==> src/sv/dhtm_pkg.sv <==
// dhtm_pkg: shared types, constants and the arctangent table of the DH transform block
// no dependencies; used by dhtm_cordic_cell, dhtm_finish and dh_transform_matrix_top
`default_nettype none

package dhtm_pkg;

    // field widths fixed by the transaction format
    localparam int ANGLE_BITS   = 16;
    localparam int LENGTH_BITS  = 32;
    localparam int Q14_W        = 16;

    // cordic datapath: Q2.30 vectors with headroom, 2^31 = pi angle accumulator
    localparam int XY_W         = 34;
    localparam int Z_W          = 33;
    localparam int ATAN_ENTRIES = 24;
    localparam int GAIN_Q30     = 652032874;
    localparam int ONE_Q14      = 16384;

    // products of a length and a Q2.14 factor
    localparam int PROD_W       = LENGTH_BITS + Q14_W;

    typedef struct packed {
        logic signed [ANGLE_BITS-1:0]  joint_angle;
        logic signed [LENGTH_BITS-1:0] link_offset;
        logic signed [LENGTH_BITS-1:0] link_length;
        logic signed [ANGLE_BITS-1:0]  twist_angle;
    } in_t;

    typedef struct packed {
        logic signed [Q14_W-1:0]       r00;
        logic signed [Q14_W-1:0]       r01;
        logic signed [Q14_W-1:0]       r02;
        logic signed [Q14_W-1:0]       r10;
        logic signed [Q14_W-1:0]       r11;
        logic signed [Q14_W-1:0]       r12;
        logic signed [Q14_W-1:0]       r20;
        logic signed [Q14_W-1:0]       r21;
        logic signed [Q14_W-1:0]       r22;
        logic signed [LENGTH_BITS-1:0] px;
        logic signed [LENGTH_BITS-1:0] py;
        logic signed [LENGTH_BITS-1:0] pz;
    } out_t;

    // one rotation in flight: vector, residual angle, quadrant flip
    typedef struct packed {
        logic signed [XY_W-1:0] x;
        logic signed [XY_W-1:0] y;
        logic signed [Z_W-1:0]  z;
        logic                   flip;
    } rot_t;

    // what moves from cell to cell
    typedef struct packed {
        rot_t                          theta;
        rot_t                          alpha;
        logic signed [LENGTH_BITS-1:0] link_offset;
        logic signed [LENGTH_BITS-1:0] link_length;
    } cordic_t;

    // atan(2^-i), 2^32 = full turn
    function automatic logic [31:0] atan_step(input int idx);
        logic [31:0] v;
        unique case (idx)
            0:       v = 32'd536870912;
            1:       v = 32'd316933406;
            2:       v = 32'd167458907;
            3:       v = 32'd85004756;
            4:       v = 32'd42667331;
            5:       v = 32'd21354465;
            6:       v = 32'd10679838;
            7:       v = 32'd5340245;
            8:       v = 32'd2670163;
            9:       v = 32'd1335087;
            10:      v = 32'd667544;
            11:      v = 32'd333772;
            12:      v = 32'd166886;
            13:      v = 32'd83443;
            14:      v = 32'd41722;
            15:      v = 32'd20861;
            16:      v = 32'd10430;
            17:      v = 32'd5215;
            18:      v = 32'd2608;
            19:      v = 32'd1304;
            20:      v = 32'd652;
            21:      v = 32'd326;
            22:      v = 32'd163;
            23:      v = 32'd81;
            default: v = 32'd0;
        endcase
        return v;
    endfunction

endpackage

`default_nettype wire

==> src/sv/dhtm_cordic_cell.sv <==
// dhtm_cordic_cell: one rotation-mode cordic iteration for both angles, registered
// depends on dhtm_pkg
`default_nettype none

module dhtm_cordic_cell #(
    parameter int STAGE = 0
) (
    input  logic              aclk,
    input  logic              aresetn,
    input  logic              en,
    input  logic              valid_in,
    input  dhtm_pkg::cordic_t data_in,
    output logic              valid_out,
    output dhtm_pkg::cordic_t data_out
);

    localparam logic signed [dhtm_pkg::Z_W-1:0] ATAN_STEP =
        signed'(dhtm_pkg::Z_W'(dhtm_pkg::atan_step(STAGE)));
    localparam logic signed [dhtm_pkg::Z_W-1:0] Z_BOUND =
        signed'(dhtm_pkg::Z_W'(32'h4000_0000));

    logic              valid_reg;
    dhtm_pkg::cordic_t data_reg;
    dhtm_pkg::cordic_t data_next;

    function automatic dhtm_pkg::rot_t rotate(input dhtm_pkg::rot_t r);
        logic signed [dhtm_pkg::XY_W-1:0] xs;
        logic signed [dhtm_pkg::XY_W-1:0] ys;
        dhtm_pkg::rot_t n;
        xs = r.x >>> STAGE;
        ys = r.y >>> STAGE;
        n  = r;
        if (!r.z[dhtm_pkg::Z_W-1]) begin
            n.x = r.x - ys;
            n.y = r.y + xs;
            n.z = r.z - ATAN_STEP;
        end else begin
            n.x = r.x + ys;
            n.y = r.y - xs;
            n.z = r.z + ATAN_STEP;
        end
        return n;
    endfunction

    always_comb begin
        data_next             = data_in;
        data_next.theta       = rotate(data_in.theta);
        data_next.alpha       = rotate(data_in.alpha);
    end

    always_ff @(posedge aclk) begin
        if (!aresetn) begin
            valid_reg <= 1'b0;
        end else if (en) begin
            valid_reg <= valid_in;
        end
    end

    always_ff @(posedge aclk) begin
        if (en) begin
            data_reg <= data_next;
        end
    end

    assign valid_out = valid_reg;
    assign data_out  = data_reg;

`ifndef ASSERT_OFF
    // residual angle never leaves +-pi/2 once quadrant folding is done
    a_z_bounded: assert property (@(posedge aclk) disable iff (!aresetn)
        valid_reg |-> (data_reg.theta.z <= Z_BOUND && data_reg.theta.z >= -Z_BOUND &&
                       data_reg.alpha.z <= Z_BOUND && data_reg.alpha.z >= -Z_BOUND))
        else $error("cordic residual angle out of range");
`endif

endmodule

`default_nettype wire

==> config.mk <==
export PLATFORM = sky130hd
export DESIGN_NAME = dhtm_cordic_cell
export DESIGN_NICKNAME = d
export VERILOG_FILES = /design/src/sv/dhtm_pkg.sv /design/src/sv/dhtm_cordic_cell.sv
export SDC_FILE = /design/constraint.sdc
export NUM_CORES = 1
export LEC_CHECK = 0
export BUFFER_PORTS_ARGS = -buffer_cell sky130_fd_sc_hd__clkbuf_2
export CAP_MARGIN = 25
export CELL_PAD_IN_SITES_DETAIL_PLACEMENT = 1
export CELL_PAD_IN_SITES_GLOBAL_PLACEMENT = 1
export CORE_MARGIN = 3
export CORE_UTILIZATION = 30
export CTS_BUF_LIST = sky130_fd_sc_hd__clkbuf_8 sky130_fd_sc_hd__clkbuf_16
export CTS_CLUSTER_DIAMETER = 120
export DETAILED_ROUTE_END_ITERATION = 6
export PLACE_DENSITY_LB_ADDON = 0.12
export SLEW_MARGIN = 20
export SYNTH_ARGS = -nofsm -noshare
export SYNTH_HDL_FRONTEND = slang
export SYNTH_SLANG_ARGS = --single-unit
==> constraint.sdc <==
create_clock -name aclk -period 4.7 [get_ports aclk]
set_input_delay 0.235 -clock aclk [delete_from_list [all_inputs] [get_ports aclk]]
set_output_delay 0.235 -clock aclk [all_outputs]
set_load 0.01 [all_outputs]
==> metrics.txt, run 1 <==
# TYPE chip_impl_metric gauge
chip_impl_metric{name="cts-buffers-inserted",unit=""} 37
chip_impl_metric{name="netlist-cell-type-count",unit=""} 92
chip_impl_metric{name="cts-htree-levels",unit=""} 2
chip_impl_metric{name="max_clock_freq",unit="GHz"} 0.317
chip_impl_metric{name="routed_via_density",unit=""} 5.13
chip_impl_metric{name="post_cts_resized",unit=""} 0
chip_impl_metric{name="area.growth.synth_to_final",unit="%"} 30.7
chip_impl_metric{name="finalClockSkew",unit="ns"} 0
chip_impl_metric{name="synth_nets",unit=""} 2516
chip_impl_metric{name="drt-total-wl",unit="um"} 80200
chip_impl_metric{name="grt_first_pass_wirelength",unit="um"} 120000
chip_impl_metric{name="initial_utilization",unit="%"} 30.4
chip_impl_metric{name="clock_pin_transition_on_the_worst_setup_and_hold_timing_paths",unit="ns"} 0.05
chip_impl_metric{name="fin_tns_setup",unit="ns"} 0
chip_impl_info{name="tritoncts_clock_tree",value="yes"} 1
chip_impl_info{name="timing.critical_path.from",value="data_in[234]"} 1
chip_impl_info{name="layout_common_cells",value="537 x sky130_fd_sc_hd__clkbuf_2, 266 x sky130_fd_sc_hd__edfxtp_1, 213 x sky130_fd_sc_hd__a21oi_1, 211 x sky130_fd_sc_hd__inv_1, 202 x sky130_fd_sc_hd__ha_1"} 1
chip_impl_info{name="worst_r2r_endpoint",value="valid_out"} 1
chip_impl_metric{name="place_area",unit="mm^2"} 0.0232
chip_impl_metric{name="fin_crit_sh",unit="%"} 67.1
chip_impl_metric{name="postSynth.asyncResetShare",unit="%"} 0
chip_impl_info{name="outcome",value="finished, final reports clean"} 1
chip_impl_metric{name="max-vdd-ir-drop",unit="mV"} 0.230
chip_impl_metric{name="dp.final_hpwl",unit="um"} 62900
chip_impl_metric{name="core_area",unit="mm^2"} 0.0648
chip_impl_metric{name="grt_antenna_before_repair",unit=""} 8
chip_impl_metric{name="drive_above_1_share",unit="%"} 23.8
chip_impl_info{name="startpoint_type",value="input pin"} 1
chip_impl_metric{name="drt_first_iter_violations",unit=""} 1047
chip_impl_metric{name="rows",unit=""} 93
chip_impl_metric{name="timing_hold_violations_final",unit=""} 0
chip_impl_info{name="crit_end",value="data_out[266]"} 1
chip_impl_metric{name="num-fill-cells",unit=""} 7464
chip_impl_metric{name="cts_num_sinks",unit=""} 267
chip_impl_info{name="worst_r2r_start",value="valid_out"} 1
chip_impl_metric{name="place_congestion",unit=""} 0.890
chip_impl_metric{name="postSynthAreaPerCell",unit="um^2"} 9.70
chip_impl_info{name="rsz0062_at_grt",value="false"} 1
chip_impl_metric{name="design.portCount",unit=""} 541
chip_impl_metric{name="synthesis.yosys.warnings",unit=""} 0
chip_impl_metric{name="register_area",unit="mm^2"} 0.00801
chip_impl_info{name="cp_cell_sequence",value="clkbuf_2, inv_1, ha_1, fa_1, nand2b_1, a21oi_1, o221ai_1, o221ai_1, a311oi_1, o41ai_1, or3_1, o311ai_2, xnor2_1"} 1
chip_impl_metric{name="dieArea",unit="mm^2"} 0.0689
chip_impl_info{name="yosys_most_used_dff",value="sky130_fd_sc_hd__edfxtp_1"} 1
chip_impl_metric{name="maxCapViolations",unit=""} 0
chip_impl_metric{name="leakagePower",unit="nW"} 11.5
chip_impl_metric{name="crit_path_max_incr_delay",unit="ns"} 0.58
chip_impl_metric{name="grt_start_max_net_pins",unit=""} 98
chip_impl_metric{name="nets",unit=""} 3146
chip_impl_metric{name="r2r_slack",unit="ns"} 3.53
chip_impl_info{name="mostFrequentLayoutCell",value="sky130_fd_sc_hd__clkbuf_2"} 1
chip_impl_metric{name="worst-path-max-fanout",unit=""} 3
chip_impl_metric{name="layout.cells.non_filler",unit=""} 3550
chip_impl_metric{name="synth-seq-area-share",unit="%"} 40.6
chip_impl_metric{name="power.density",unit="mW/mm^2"} 332
chip_impl_metric{name="grt_pass1_vias",unit=""} 19300
chip_impl_metric{name="final_cell_area",unit="mm^2"} 0.0258
chip_impl_metric{name="clock_path_buffers",unit=""} 3
chip_impl_metric{name="grt_util_all_layers",unit="%"} 22.4
chip_impl_metric{name="cts_setup_buffers",unit=""} 0
chip_impl_metric{name="worstSkewPairLatency",unit="ns"} 0.55
chip_impl_metric{name="globalRoute.totalOverflow",unit=""} 0
chip_impl_metric{name="drt_first_pass_iters",unit=""} 5
chip_impl_info{name="cp_common_cell",value="sky130_fd_sc_hd__o221ai_1"} 1
chip_impl_metric{name="worstMarginPinSlew",unit="ns"} 0.885
chip_impl_metric{name="vias_after_detailed_routing",unit=""} 18200
chip_impl_metric{name="final-max-slew-violation-count",unit=""} 0
chip_impl_metric{name="synth_edf_count",unit=""} 266
chip_impl_metric{name="synth_cells",unit=""} 2034
chip_impl_info{name="clock-root-buffer",value="sky130_fd_sc_hd__clkbuf_16"} 1
chip_impl_metric{name="chipHeight",unit="um"} 262
chip_impl_metric{name="die_width",unit="um"} 262
chip_impl_info{name="worstSetupEndpointType",value="flip-flop"} 1
chip_impl_metric{name="netlist_area",unit="mm^2"} 0.0197
chip_impl_metric{name="arrival",unit="ns"} 3.45
chip_impl_info{name="timing.hold.worst.class",value="in2reg"} 1
chip_impl_metric{name="final_antenna_net_count",unit=""} 0
chip_impl_metric{name="setup_viol",unit=""} 0
chip_impl_metric{name="reg2regPathDepth",unit=""} 3
chip_impl_metric{name="fin_total_pwr",unit="mW"} 8.57
chip_impl_info{name="type_of_the_setup_path_with_the_least_slack",value="in2reg"} 1
chip_impl_metric{name="min_period",unit="ns"} 3.15
chip_impl_metric{name="rel_slew_slack",unit="%"} 41.0
chip_impl_metric{name="yosys_register_bits",unit=""} 267
chip_impl_metric{name="area_occupied_by_multi_input_gates",unit="mm^2"} 0.0105
chip_impl_metric{name="fin_util",unit="%"} 39.8
chip_impl_metric{name="post-place-cells",unit=""} 3351
chip_impl_metric{name="drt_drc_violations_left",unit=""} 0
chip_impl_metric{name="required",unit="ns"} 4.99
chip_impl_info{name="worst_path_max_delay_cell",value="sky130_fd_sc_hd__o41ai_1"} 1
chip_impl_metric{name="port_buffers",unit=""} 540
chip_impl_metric{name="wl_per_cell",unit="um"} 22.6
## layout make-up
type                    count  area share (%)
clock inverters            30            1.15
flip-flops and latches    267            31.1
clock buffers              38            3.69
diodes                      2          0.0194
multi-input cells        1462            40.8
inverters                 214            3.11
repair buffers            682            16.1
well taps                 855            4.15
## Yosys cell counts (8+ instances only)
master	count	area, um^2
sky130_fd_sc_hd__a211oi_1	18	135
sky130_fd_sc_hd__a21o_1	36	270
sky130_fd_sc_hd__a21oi_1	213	1070
sky130_fd_sc_hd__a221oi_1	11	96.3
sky130_fd_sc_hd__a31oi_1	17	106
sky130_fd_sc_hd__and2_1	11	68.8
sky130_fd_sc_hd__and3_1	9	56.3
sky130_fd_sc_hd__buf_1	12	45.0
sky130_fd_sc_hd__buf_2	25	125
sky130_fd_sc_hd__clkbuf_1	45	169
sky130_fd_sc_hd__edfxtp_1	266	7990
sky130_fd_sc_hd__fa_1	8	160
sky130_fd_sc_hd__ha_1	202	2530
sky130_fd_sc_hd__inv_1	204	766
sky130_fd_sc_hd__mux2i_1	31	310
sky130_fd_sc_hd__nand2_1	84	315
sky130_fd_sc_hd__nand2b_1	31	194
sky130_fd_sc_hd__nand3_1	31	155
sky130_fd_sc_hd__nand4_1	17	106
sky130_fd_sc_hd__nor2_1	168	631
sky130_fd_sc_hd__nor2b_1	19	119
sky130_fd_sc_hd__nor3_1	32	160
sky130_fd_sc_hd__nor4_1	13	81.3
sky130_fd_sc_hd__o211ai_1	13	97.6
sky130_fd_sc_hd__o21a_1	13	97.6
sky130_fd_sc_hd__o21ai_0	126	631
sky130_fd_sc_hd__o21ai_1	10	50.1
sky130_fd_sc_hd__o21bai_1	34	255
sky130_fd_sc_hd__o31a_1	10	87.6
sky130_fd_sc_hd__o31ai_1	25	188
sky130_fd_sc_hd__or3_1	14	87.6
sky130_fd_sc_hd__xnor2_1	112	981
sky130_fd_sc_hd__xor2_1	19	166
## power breakdown
part           switching [mW]  internal (mW)  total, mW
logic                    1.58          0.962       2.54
registers               0.109           3.02       3.13
clock network            1.15           1.75       2.90
## worst max-delay path: cells and delay by family
kind                       cells  cell delay [ns]
xor gates and xnor gates       1             0.16
and+or+nand+nor                2             0.39
AOI/OAI and AO/OA              6             1.87
adders and majority gates      2             0.62
buffers and inverters          2             0.16
## through the flow
| step | hold WS, ns | setup slack, ns |
|---|---|---|
| 5_1_grt | 0.0351 | 1.32 |
| 4_1_cts | 0.0282 | 1.62 |
| 2_1_floorplan | 0.334 | 2.03 |
| 3_3_place_gp | 0.413 | 1.04 |
| 6_report | 0.0688 | 1.55 |
| 3_5_place_dp | 0.414 | 1.00 |
## worst min path at each step
stage / start / to / slack (ns) / depth (start not counted)
after floorplan: data_in[0] / data_out[0] / 0.33 / 0
final: data_in[95] / data_out[95] / 0.07 / 2
after global placement: data_in[38] / data_out[38] / 0.41 / 1
after CTS: data_in[95] / data_out[95] / 0.03 / 2
after global routing: data_in[95] / data_out[95] / 0.04 / 2
after detailed placement: data_in[82] / data_out[82] / 0.41 / 1
## logic make-up after synthesis
| family | synth area share, % |
|---|---|
| fa+ha+maj | 13.6 |
| simple gates | 11.1 |
| xor+xnor | 5.81 |
| flops | 40.6 |
| buf+inv | 6.17 |
| mux | 1.57 |
| compound gates | 21.1 |
## layer usage
| metal | vias to the layer above | wire length [um] | global-route usage [%] |
|---|---|---|---|
| met1 | 8927 | 34000 | 27.8 |
| met2 | 548 | 38800 | 38.5 |
| li1 | 8596 | - | - |
| met4 | 10 | 2440 | 6.83 |
| met5 | - | 67 | 0 |
| met3 | 123 | 4910 | 5.26 |
## timing repair
action	in CTS	in global routing
hold endpoints to repair	127	0
hold buffers	128	0
endpoints found under the setup margin	0	0
## state kept, by name, summed over array words and instances, names as in the netlist
name,flops
data_out,266
valid_out,1
Note: power is estimated with default switching activity, not from simulation.
==> run 2: changes to the inputs <==
--- a/config.mk
+++ b/config.mk
@@ -5,6 +5,7 @@
 export SDC_FILE = /design/constraint.sdc
 export NUM_CORES = 1
 export LEC_CHECK = 0
+export ABC_AREA = 1
 export BUFFER_PORTS_ARGS = -buffer_cell sky130_fd_sc_hd__clkbuf_2
 export CAP_MARGIN = 25
 export CELL_PAD_IN_SITES_DETAIL_PLACEMENT = 1
==> constraint.sdc (replaced) <==
create_clock -name aclk -period 3.2 [get_ports aclk]
set_input_delay 0.16 -clock aclk [delete_from_list [all_inputs] [get_ports aclk]]
set_output_delay 0.16 -clock aclk [all_outputs]
set_load 0.01 [all_outputs]
==> run 2 against run 1 <==
  * Flip-flop and latch count stayed put
  * Register-to-register slack worse by 1.6 ns
  * Largest cell class unchanged
  * Sequential power is 44% higher
  * Clock power is 36% higher
==> metrics.txt, run 2 <==
# TYPE chip_impl_metric gauge
chip_impl_metric{name="core_area",unit="mm^2"} 0.0752
chip_impl_metric{name="clock_pin_transition_on_the_worst_setup_and_hold_timing_paths",unit="ns"} 0.06
chip_impl_metric{name="port_buffers",unit=""} 540
chip_impl_metric{name="design.portCount",unit=""} 541
chip_impl_metric{name="power.density",unit="mW/mm^2"} 439
chip_impl_metric{name="dieArea",unit="mm^2"} 0.0800
chip_impl_info{name="layout_common_cells",value="911 x sky130_fd_sc_hd__nand2_1, 539 x sky130_fd_sc_hd__clkbuf_2, 488 x sky130_fd_sc_hd__inv_1, 316 x sky130_fd_sc_hd__nand3_1, 274 x sky130_fd_sc_hd__nor2_1"} 1
chip_impl_info{name="worst_hold_startpoint",value="data_in[234]"} 1
chip_impl_metric{name="drt_first_iter_violations",unit=""} 1646
chip_impl_metric{name="fin_crit_sh",unit="%"} 67.2
chip_impl_metric{name="crit_path_max_incr_delay",unit="ns"} 0.51
chip_impl_metric{name="synthesis.yosys.warnings",unit=""} 0
chip_impl_metric{name="fin_tns_setup",unit="ns"} 0
chip_impl_info{name="yosys_most_used_dff",value="sky130_fd_sc_hd__edfxtp_1"} 1
chip_impl_metric{name="netlist_area",unit="mm^2"} 0.0230
chip_impl_metric{name="cts-htree-levels",unit=""} 2
chip_impl_metric{name="dp.final_hpwl",unit="um"} 88600
chip_impl_metric{name="power.sequential.fraction",unit="%"} 35.4
chip_impl_info{name="timing.hold.worst.class",value="in2reg"} 1
chip_impl_metric{name="place_area",unit="mm^2"} 0.0266
chip_impl_metric{name="fin_total_pwr",unit="mW"} 12.7
chip_impl_metric{name="synth_nets",unit=""} 3695
chip_impl_metric{name="fraction_of_power_consumed_by_combinational_cells",unit="%"} 33.7
chip_impl_info{name="outcome",value="finished, final reports clean"} 1
chip_impl_metric{name="nets",unit=""} 4331
chip_impl_metric{name="chipHeight",unit="um"} 283
chip_impl_info{name="terminating_pin_of_the_worst_hold_path",value="data_out[234]"} 1
chip_impl_metric{name="dpl_worst_slack",unit="ns"} 0.521
chip_impl_metric{name="grt_first_pass_wirelength",unit="um"} 155000
chip_impl_metric{name="yosysTopAreaCellShare",unit="%"} 34.8
chip_impl_metric{name="place_congestion",unit=""} 0.879
chip_impl_metric{name="synth_edf_count",unit=""} 266
chip_impl_info{name="type_of_the_setup_path_with_the_least_slack",value="in2reg"} 1
chip_impl_metric{name="required",unit="ns"} 3.51
chip_impl_metric{name="r2r_slack",unit="ns"} 1.95
chip_impl_metric{name="final_antenna_net_count",unit=""} 0
chip_impl_metric{name="holdPathStages",unit=""} 3
chip_impl_metric{name="yosys_register_bits",unit=""} 267
chip_impl_metric{name="grt_antenna_before_repair",unit=""} 10
chip_impl_metric{name="rows",unit=""} 100
chip_impl_metric{name="post_cts_resized",unit=""} 0
chip_impl_metric{name="sw_frac_of_total",unit="%"} 37.5
chip_impl_metric{name="worst-path-max-fanout",unit=""} 4
chip_impl_info{name="mostFrequentLayoutCell",value="sky130_fd_sc_hd__nand2_1"} 1
chip_impl_metric{name="wl_per_cell",unit="um"} 22.0
chip_impl_metric{name="finalClockSkew",unit="ns"} 0
chip_impl_metric{name="setup_viol",unit=""} 0
chip_impl_metric{name="share_clk_of_total_power",unit="%"} 30.9
chip_impl_metric{name="die_width",unit="um"} 283
chip_impl_info{name="startpoint_type",value="input pin"} 1
chip_impl_metric{name="min_period",unit="ns"} 2.15
chip_impl_metric{name="reg2regPathDepth",unit=""} 3
chip_impl_info{name="worst_r2r_endpoint",value="valid_out"} 1
chip_impl_metric{name="max_ffs_per_register",unit=""} 266
chip_impl_metric{name="design_internal_power",unit="mW"} 7.96
chip_impl_metric{name="grt_pass1_vias",unit=""} 24200
chip_impl_metric{name="postSynthAreaPerCell",unit="um^2"} 7.15
chip_impl_metric{name="timing_hold_violations_final",unit=""} 0
chip_impl_info{name="cp_cell_sequence",value="clkbuf_2, inv_1, ha_1, fa_1, o21ai_1, nand2_1, nand2_1, nand2_1, nand2_1, nand2_1, nand2_1, nand2_1, nand3_1, nand2_1"} 1
chip_impl_metric{name="leakagePower",unit="nW"} 14.5
chip_impl_info{name="synthDominantAreaCellType",value="sky130_fd_sc_hd__edfxtp_1"} 1
chip_impl_info{name="worstSetupEndpointType",value="flip-flop"} 1
chip_impl_metric{name="worstMarginPinSlew",unit="ns"} 0.814
chip_impl_metric{name="worst_slack",unit="ns"} 1.05
chip_impl_info{name="worst_path_max_delay_cell",value="sky130_fd_sc_hd__fa_1"} 1
chip_impl_metric{name="drt_first_pass_iters",unit=""} 5
chip_impl_metric{name="globalRoute.totalOverflow",unit=""} 0
chip_impl_metric{name="drt-total-wl",unit="um"} 108000
chip_impl_info{name="tritoncts_clock_tree",value="yes"} 1
chip_impl_info{name="rsz0062_at_grt",value="false"} 1
chip_impl_info{name="worst_r2r_start",value="valid_out"} 1
chip_impl_metric{name="maxCapViolations",unit=""} 0
chip_impl_metric{name="power_switching",unit="mW"} 4.78
chip_impl_metric{name="max-vdd-ir-drop",unit="mV"} 0.288
chip_impl_metric{name="rel_slew_slack",unit="%"} 45.8
chip_impl_metric{name="drive_above_1_share",unit="%"} 17.7
chip_impl_metric{name="synth-seq-area-share",unit="%"} 34.8
chip_impl_info{name="yosysMostFrequentCell",value="sky130_fd_sc_hd__nand2_1"} 1
chip_impl_metric{name="routed_via_density",unit=""} 4.90
chip_impl_metric{name="cts_num_sinks",unit=""} 267
chip_impl_info{name="synth_top_cells_by_count",value="911 x sky130_fd_sc_hd__nand2_1, 485 x sky130_fd_sc_hd__inv_1, 316 x sky130_fd_sc_hd__nand3_1"} 1
chip_impl_metric{name="worstSkewPairLatency",unit="ns"} 0.54
chip_impl_metric{name="final-max-slew-violation-count",unit=""} 0
chip_impl_metric{name="postSynth.asyncResetShare",unit="%"} 0
chip_impl_metric{name="drt_drc_violations_left",unit=""} 0
chip_impl_metric{name="synth_cells",unit=""} 3213
chip_impl_metric{name="clock_path_buffers",unit=""} 3
chip_impl_metric{name="grt_util_all_layers",unit="%"} 26.0
chip_impl_info{name="critPathTopFamily",value="simple AND/OR/NAND/NOR gates"} 1
chip_impl_info{name="post_synth_main_area_contributors",value="sky130_fd_sc_hd__edfxtp_1 35%, sky130_fd_sc_hd__nand2_1 15%, sky130_fd_sc_hd__ha_1 11%"} 1
chip_impl_metric{name="netlist-cell-type-count",unit=""} 46
chip_impl_metric{name="cts-buffers-inserted",unit=""} 35
chip_impl_metric{name="hold-worst-slack",unit="ns"} 0.0453
chip_impl_metric{name="final_cell_area",unit="mm^2"} 0.0290
chip_impl_info{name="cp_common_cell",value="sky130_fd_sc_hd__nand2_1"} 1
chip_impl_metric{name="max_clock_freq",unit="GHz"} 0.465
chip_impl_metric{name="vias_after_detailed_routing",unit=""} 24000
chip_impl_metric{name="grt_start_max_net_pins",unit=""} 77
chip_impl_info{name="clock-root-buffer",value="sky130_fd_sc_hd__clkbuf_16"} 1
chip_impl_metric{name="initial_utilization",unit="%"} 30.6
chip_impl_metric{name="arrival",unit="ns"} 2.46
chip_impl_metric{name="area.growth.synth_to_final",unit="%"} 26.2
chip_impl_metric{name="path_buf_inv",unit=""} 2
run 2: power by group through the flow:
| stage | clock network, mW | registers [mW] | logic [mW] |
|---|---|---|---|
| CTS | 4.04 | 4.51 | 4.28 |
| global route | 4.19 | 4.54 | 4.75 |
| global placement | 0 | 4.56 | 4.10 |
| finish | 3.93 | 4.51 | 4.29 |
| detailed placement | 0 | 4.57 | 4.12 |
| floorplan | 0 | 4.73 | 2.15 |
run 2: how the worst max path moves through the flow:
stage | from | to | slack, ns | depth (start not counted)
after floorplan | data_in[132] | data_out[164] | 1.34 | 13
after global placement | data_in[119] | data_out[129] | 0.54 | 12
after detailed placement | data_in[132] | data_out[156] | 0.52 | 14
after CTS | data_in[132] | data_out[156] | 1.13 | 14
after global routing | data_in[132] | data_out[156] | 0.87 | 14
final | data_in[132] | data_out[156] | 1.05 | 14
run 2: worst min-delay path, stage by stage:
cell	delay, ns
sky130_fd_sc_hd__clkbuf_2	0.10
sky130_fd_sc_hd__ha_1	0.13
sky130_fd_sc_hd__inv_1	0.04
run 2: what timing repair did:
action                                  4_1_cts  5_1_grt
endpoints found under the setup margin        0        0
buffers inserted                              0        0
endpoints found under the hold margin       129        0
hold buffers                                130        0
run 2: cell families after synthesis:
logic type	synth area share (%)
AOI/OAI and AO/OA	11.2
buffers and inverters	10.7
adders and majority gates	11.7
and+or+nand+nor	29.5
DFF	34.8
xor gates and xnor gates	2.02
run 2: final cells by class:
type | instances | area, um^2
fill | 9528 | 46200
multi-input combinational | 2356 | 12500
sequential | 267 | 8010
timing repair buffer | 690 | 4200
inverter | 499 | 1870
tap | 1020 | 1280
clock buffer | 35 | 876
clock inverter | 28 | 233
antenna | 7 | 17.5
run 2: metal layers:
layer,track usage [%],part of all wire [%],vias up
met4,9.07,3.6,4
li1,-,-,11700
met1,34.5,45,11500
met3,5.08,6.6,143
met2,42.4,45,703
met5,0,0.024,-
run 2: metrics by stage:
step / cells / utilization (%)
2_1_floorplan: 3213 / -
3_3_place_gp: 4702 / 35.3
3_5_place_dp: 4702 / 35.3
4_1_cts: 4895 / 38.5
5_1_grt: 4902 / 38.6
6_report: 4902 / 38.6
==> run 3: changes to the inputs <==
==> constraint.sdc (replaced) <==
create_clock -name aclk -period 2.2 [get_ports aclk]
set_input_delay 0.11 -clock aclk [delete_from_list [all_inputs] [get_ports aclk]]
set_output_delay 0.11 -clock aclk [all_outputs]
set_load 0.01 [all_outputs]
==> run 3 against run 2 <==
  * Global-route usage up 0.93 points
  * Critical endpoint is now data_out[244]
  * Cell area increased by 13%
  * Die area did not move
  * Combinational power up 74%
  * Clock skew unchanged
  * Register-to-register slack got worse by 0.97 ns
  * Highest routed layer is now met4
==> metrics.txt, run 3 (same netlist as run 2, synthesis figures left out) <==
# TYPE chip_impl_metric gauge
chip_impl_metric{name="rel_slew_slack",unit="%"} 50.3
chip_impl_metric{name="clock_path_buffers",unit=""} 3
chip_impl_metric{name="globalRoute.totalOverflow",unit=""} 0
chip_impl_metric{name="r2r_slack",unit="ns"} 0.98
chip_impl_metric{name="final-max-slew-violation-count",unit=""} 0
chip_impl_metric{name="final_cell_area",unit="mm^2"} 0.0329
chip_impl_metric{name="chipHeight",unit="um"} 283
chip_impl_metric{name="worstSkewPairLatency",unit="ns"} 0.54
chip_impl_metric{name="arrival",unit="ns"} 2.32
chip_impl_metric{name="clock_pin_transition_on_the_worst_setup_and_hold_timing_paths",unit="ns"} 0.06
chip_impl_metric{name="area_occupied_by_multi_input_gates",unit="mm^2"} 0.0125
chip_impl_metric{name="num-fill-cells",unit=""} 9635
chip_impl_info{name="timing.critical_path.from",value="data_in[204]"} 1
chip_impl_metric{name="sw_frac_of_total",unit="%"} 36.3
chip_impl_metric{name="cts_num_sinks",unit=""} 267
chip_impl_metric{name="fraction_of_power_consumed_by_combinational_cells",unit="%"} 37.7
chip_impl_metric{name="worstMarginPinSlew",unit="ns"} 0.746
chip_impl_info{name="type_of_the_setup_path_with_the_least_slack",value="in2reg"} 1
chip_impl_metric{name="nets",unit=""} 4842
chip_impl_metric{name="layout.cells.non_filler",unit=""} 5408
chip_impl_metric{name="drt_first_pass_iters",unit=""} 7
chip_impl_metric{name="cts-buffers-inserted",unit=""} 35
chip_impl_info{name="timing.hold.worst.class",value="in2reg"} 1
chip_impl_metric{name="grt_util_all_layers",unit="%"} 27.0
chip_impl_metric{name="share_clk_of_total_power",unit="%"} 29.0
chip_impl_metric{name="max_clock_freq",unit="GHz"} 0.527
chip_impl_metric{name="timing_hold_violations_final",unit=""} 0
chip_impl_metric{name="die_width",unit="um"} 283
chip_impl_metric{name="cts-htree-levels",unit=""} 2
chip_impl_metric{name="fin_crit_sh",unit="%"} 86.3
chip_impl_metric{name="grt_start_max_net_pins",unit=""} 80
chip_impl_metric{name="place_congestion",unit=""} 0.891
chip_impl_metric{name="hold-worst-slack",unit="ns"} 0.0707
chip_impl_info{name="worst_r2r_start",value="valid_out"} 1
chip_impl_metric{name="setup_viol",unit=""} 0
chip_impl_info{name="worst_r2r_endpoint",value="valid_out"} 1
chip_impl_metric{name="leakagePower",unit="nW"} 17.0
chip_impl_metric{name="design_internal_power",unit="mW"} 12.6
chip_impl_metric{name="dpl_worst_slack",unit="ns"} -0.193
chip_impl_info{name="clock-root-buffer",value="sky130_fd_sc_hd__clkbuf_16"} 1
chip_impl_metric{name="grt_antenna_before_repair",unit=""} 5
chip_impl_metric{name="drt_first_iter_violations",unit=""} 1543
chip_impl_metric{name="maxCapViolations",unit=""} 0
chip_impl_metric{name="routed_via_density",unit=""} 4.77
chip_impl_metric{name="fin_tns_setup",unit="ns"} 0
chip_impl_metric{name="grt_pass1_vias",unit=""} 26400
chip_impl_metric{name="wl_per_cell",unit="um"} 20.6
chip_impl_metric{name="initial_utilization",unit="%"} 30.6
chip_impl_metric{name="drt_drc_violations_left",unit=""} 0
chip_impl_metric{name="worst_slack",unit="ns"} 0.302
chip_impl_metric{name="drt-total-wl",unit="um"} 112000
chip_impl_info{name="tritoncts_clock_tree",value="yes"} 1
chip_impl_metric{name="grt_first_pass_wirelength",unit="um"} 162000
chip_impl_metric{name="cts_setup_buffers",unit=""} 0
chip_impl_metric{name="vias_after_detailed_routing",unit=""} 25800
chip_impl_metric{name="area.growth.synth_to_final",unit="%"} 43.2
chip_impl_metric{name="worst-path-max-fanout",unit=""} 9
chip_impl_metric{name="rows",unit=""} 100
chip_impl_metric{name="register_area",unit="mm^2"} 0.00801
chip_impl_metric{name="drive_above_1_share",unit="%"} 27.3
chip_impl_metric{name="power.sequential.fraction",unit="%"} 33.2
chip_impl_info{name="crit_end",value="data_out[244]"} 1
chip_impl_metric{name="finalClockSkew",unit="ns"} 0
chip_impl_metric{name="min_period",unit="ns"} 1.90
chip_impl_metric{name="post-place-cells",unit=""} 5208
chip_impl_metric{name="final_antenna_net_count",unit=""} 0
chip_impl_metric{name="max_ffs_per_register",unit=""} 266
chip_impl_metric{name="dp.final_hpwl",unit="um"} 92800
chip_impl_info{name="mostFrequentLayoutCell",value="sky130_fd_sc_hd__nand2_1"} 1
chip_impl_metric{name="dieArea",unit="mm^2"} 0.0800
chip_impl_metric{name="port_buffers",unit=""} 540
chip_impl_info{name="startpoint_type",value="input pin"} 1
chip_impl_metric{name="max-vdd-ir-drop",unit="mV"} 0.419
chip_impl_info{name="worstSetupEndpointType",value="flip-flop"} 1
chip_impl_metric{name="power_switching",unit="mW"} 7.17
chip_impl_metric{name="power.density",unit="mW/mm^2"} 601
chip_impl_info{name="rsz0062_at_grt",value="false"} 1
chip_impl_info{name="layout_common_cells",value="911 x sky130_fd_sc_hd__nand2_1, 539 x sky130_fd_sc_hd__clkbuf_2, 518 x sky130_fd_sc_hd__buf_4, 489 x sky130_fd_sc_hd__inv_1, 316 x sky130_fd_sc_hd__nand3_1"} 1
chip_impl_metric{name="design.portCount",unit=""} 541
chip_impl_info{name="outcome",value="finished, final reports clean"} 1
chip_impl_metric{name="place_area",unit="mm^2"} 0.0304
chip_impl_metric{name="core_area",unit="mm^2"} 0.0752
chip_impl_metric{name="reg2regPathDepth",unit=""} 3
chip_impl_metric{name="required",unit="ns"} 2.62
run 3: worst min-delay path by stage:
stage | startpoint | end | cells past startpoint
2_1_floorplan | en | valid_out | 1
3_3_place_gp | data_in[179] | data_out[179] | 1
3_5_place_dp | data_in[28] | data_out[28] | 1
4_1_cts | data_in[233] | data_out[267] | 5
5_1_grt | data_in[233] | data_out[233] | 5
6_report | data_in[233] | data_out[233] | 5
run 3: layer usage:
metal  part of all wire [%]  vias up  global-route usage, %
met5                      0        -                      0
met4                    3.3        0                   8.10
met3                    5.7      122                   4.02
met2                     46      642                   45.9
met1                     45    12300                   35.3
li1                       -    12700                      -
run 3: stage by stage:
stage	util, %	total power, mW
2_1_floorplan	-	10.0
3_3_place_gp	40.5	13.7
3_5_place_dp	40.5	13.8
4_1_cts	43.7	19.9
5_1_grt	43.7	20.9
6_report	43.7	19.8
run 3: area by class of cell:
type                    instances  share of cell area [%]
flip-flops and latches        267                    24.3
diodes                          4                  0.0304
repair buffers               1201                    24.7
multi-input cells            2356                    38.0
inverters                     499                    5.69
well taps                    1020                    3.88
clock inverters                25                   0.639
clock buffers                  36                    2.74
run 3: what timing repair did:
item,in CTS,in global routing
resized for setup,0,0
hold endpoints to repair,146,0
hold buffers,135,0
run 3: worst max-delay path, stage by stage:
cell and delay (ns):
sky130_fd_sc_hd__clkbuf_2 0.13, sky130_fd_sc_hd__inv_1 0.05, sky130_fd_sc_hd__ha_1 0.45, sky130_fd_sc_hd__nand2_2 0.14, sky130_fd_sc_hd__nor2_1 0.20, sky130_fd_sc_hd__buf_4 0.15, sky130_fd_sc_hd__nand2_1 0.04, sky130_fd_sc_hd__nor2_1 0.15
sky130_fd_sc_hd__nand3b_1 0.23, sky130_fd_sc_hd__o21ai_0 0.09, sky130_fd_sc_hd__o21ai_0 0.38, sky130_fd_sc_hd__buf_4 0.18
run 3: power groups by stage:
stage / clock network [mW] / registers (mW) / logic (mW)
floorplan: 0 / 6.88 / 3.13
global placement: 0 / 6.63 / 7.09
detailed placement: 0 / 6.64 / 7.18
CTS: 5.91 / 6.55 / 7.43
global route: 6.10 / 6.61 / 8.19
finish: 5.74 / 6.57 / 7.46
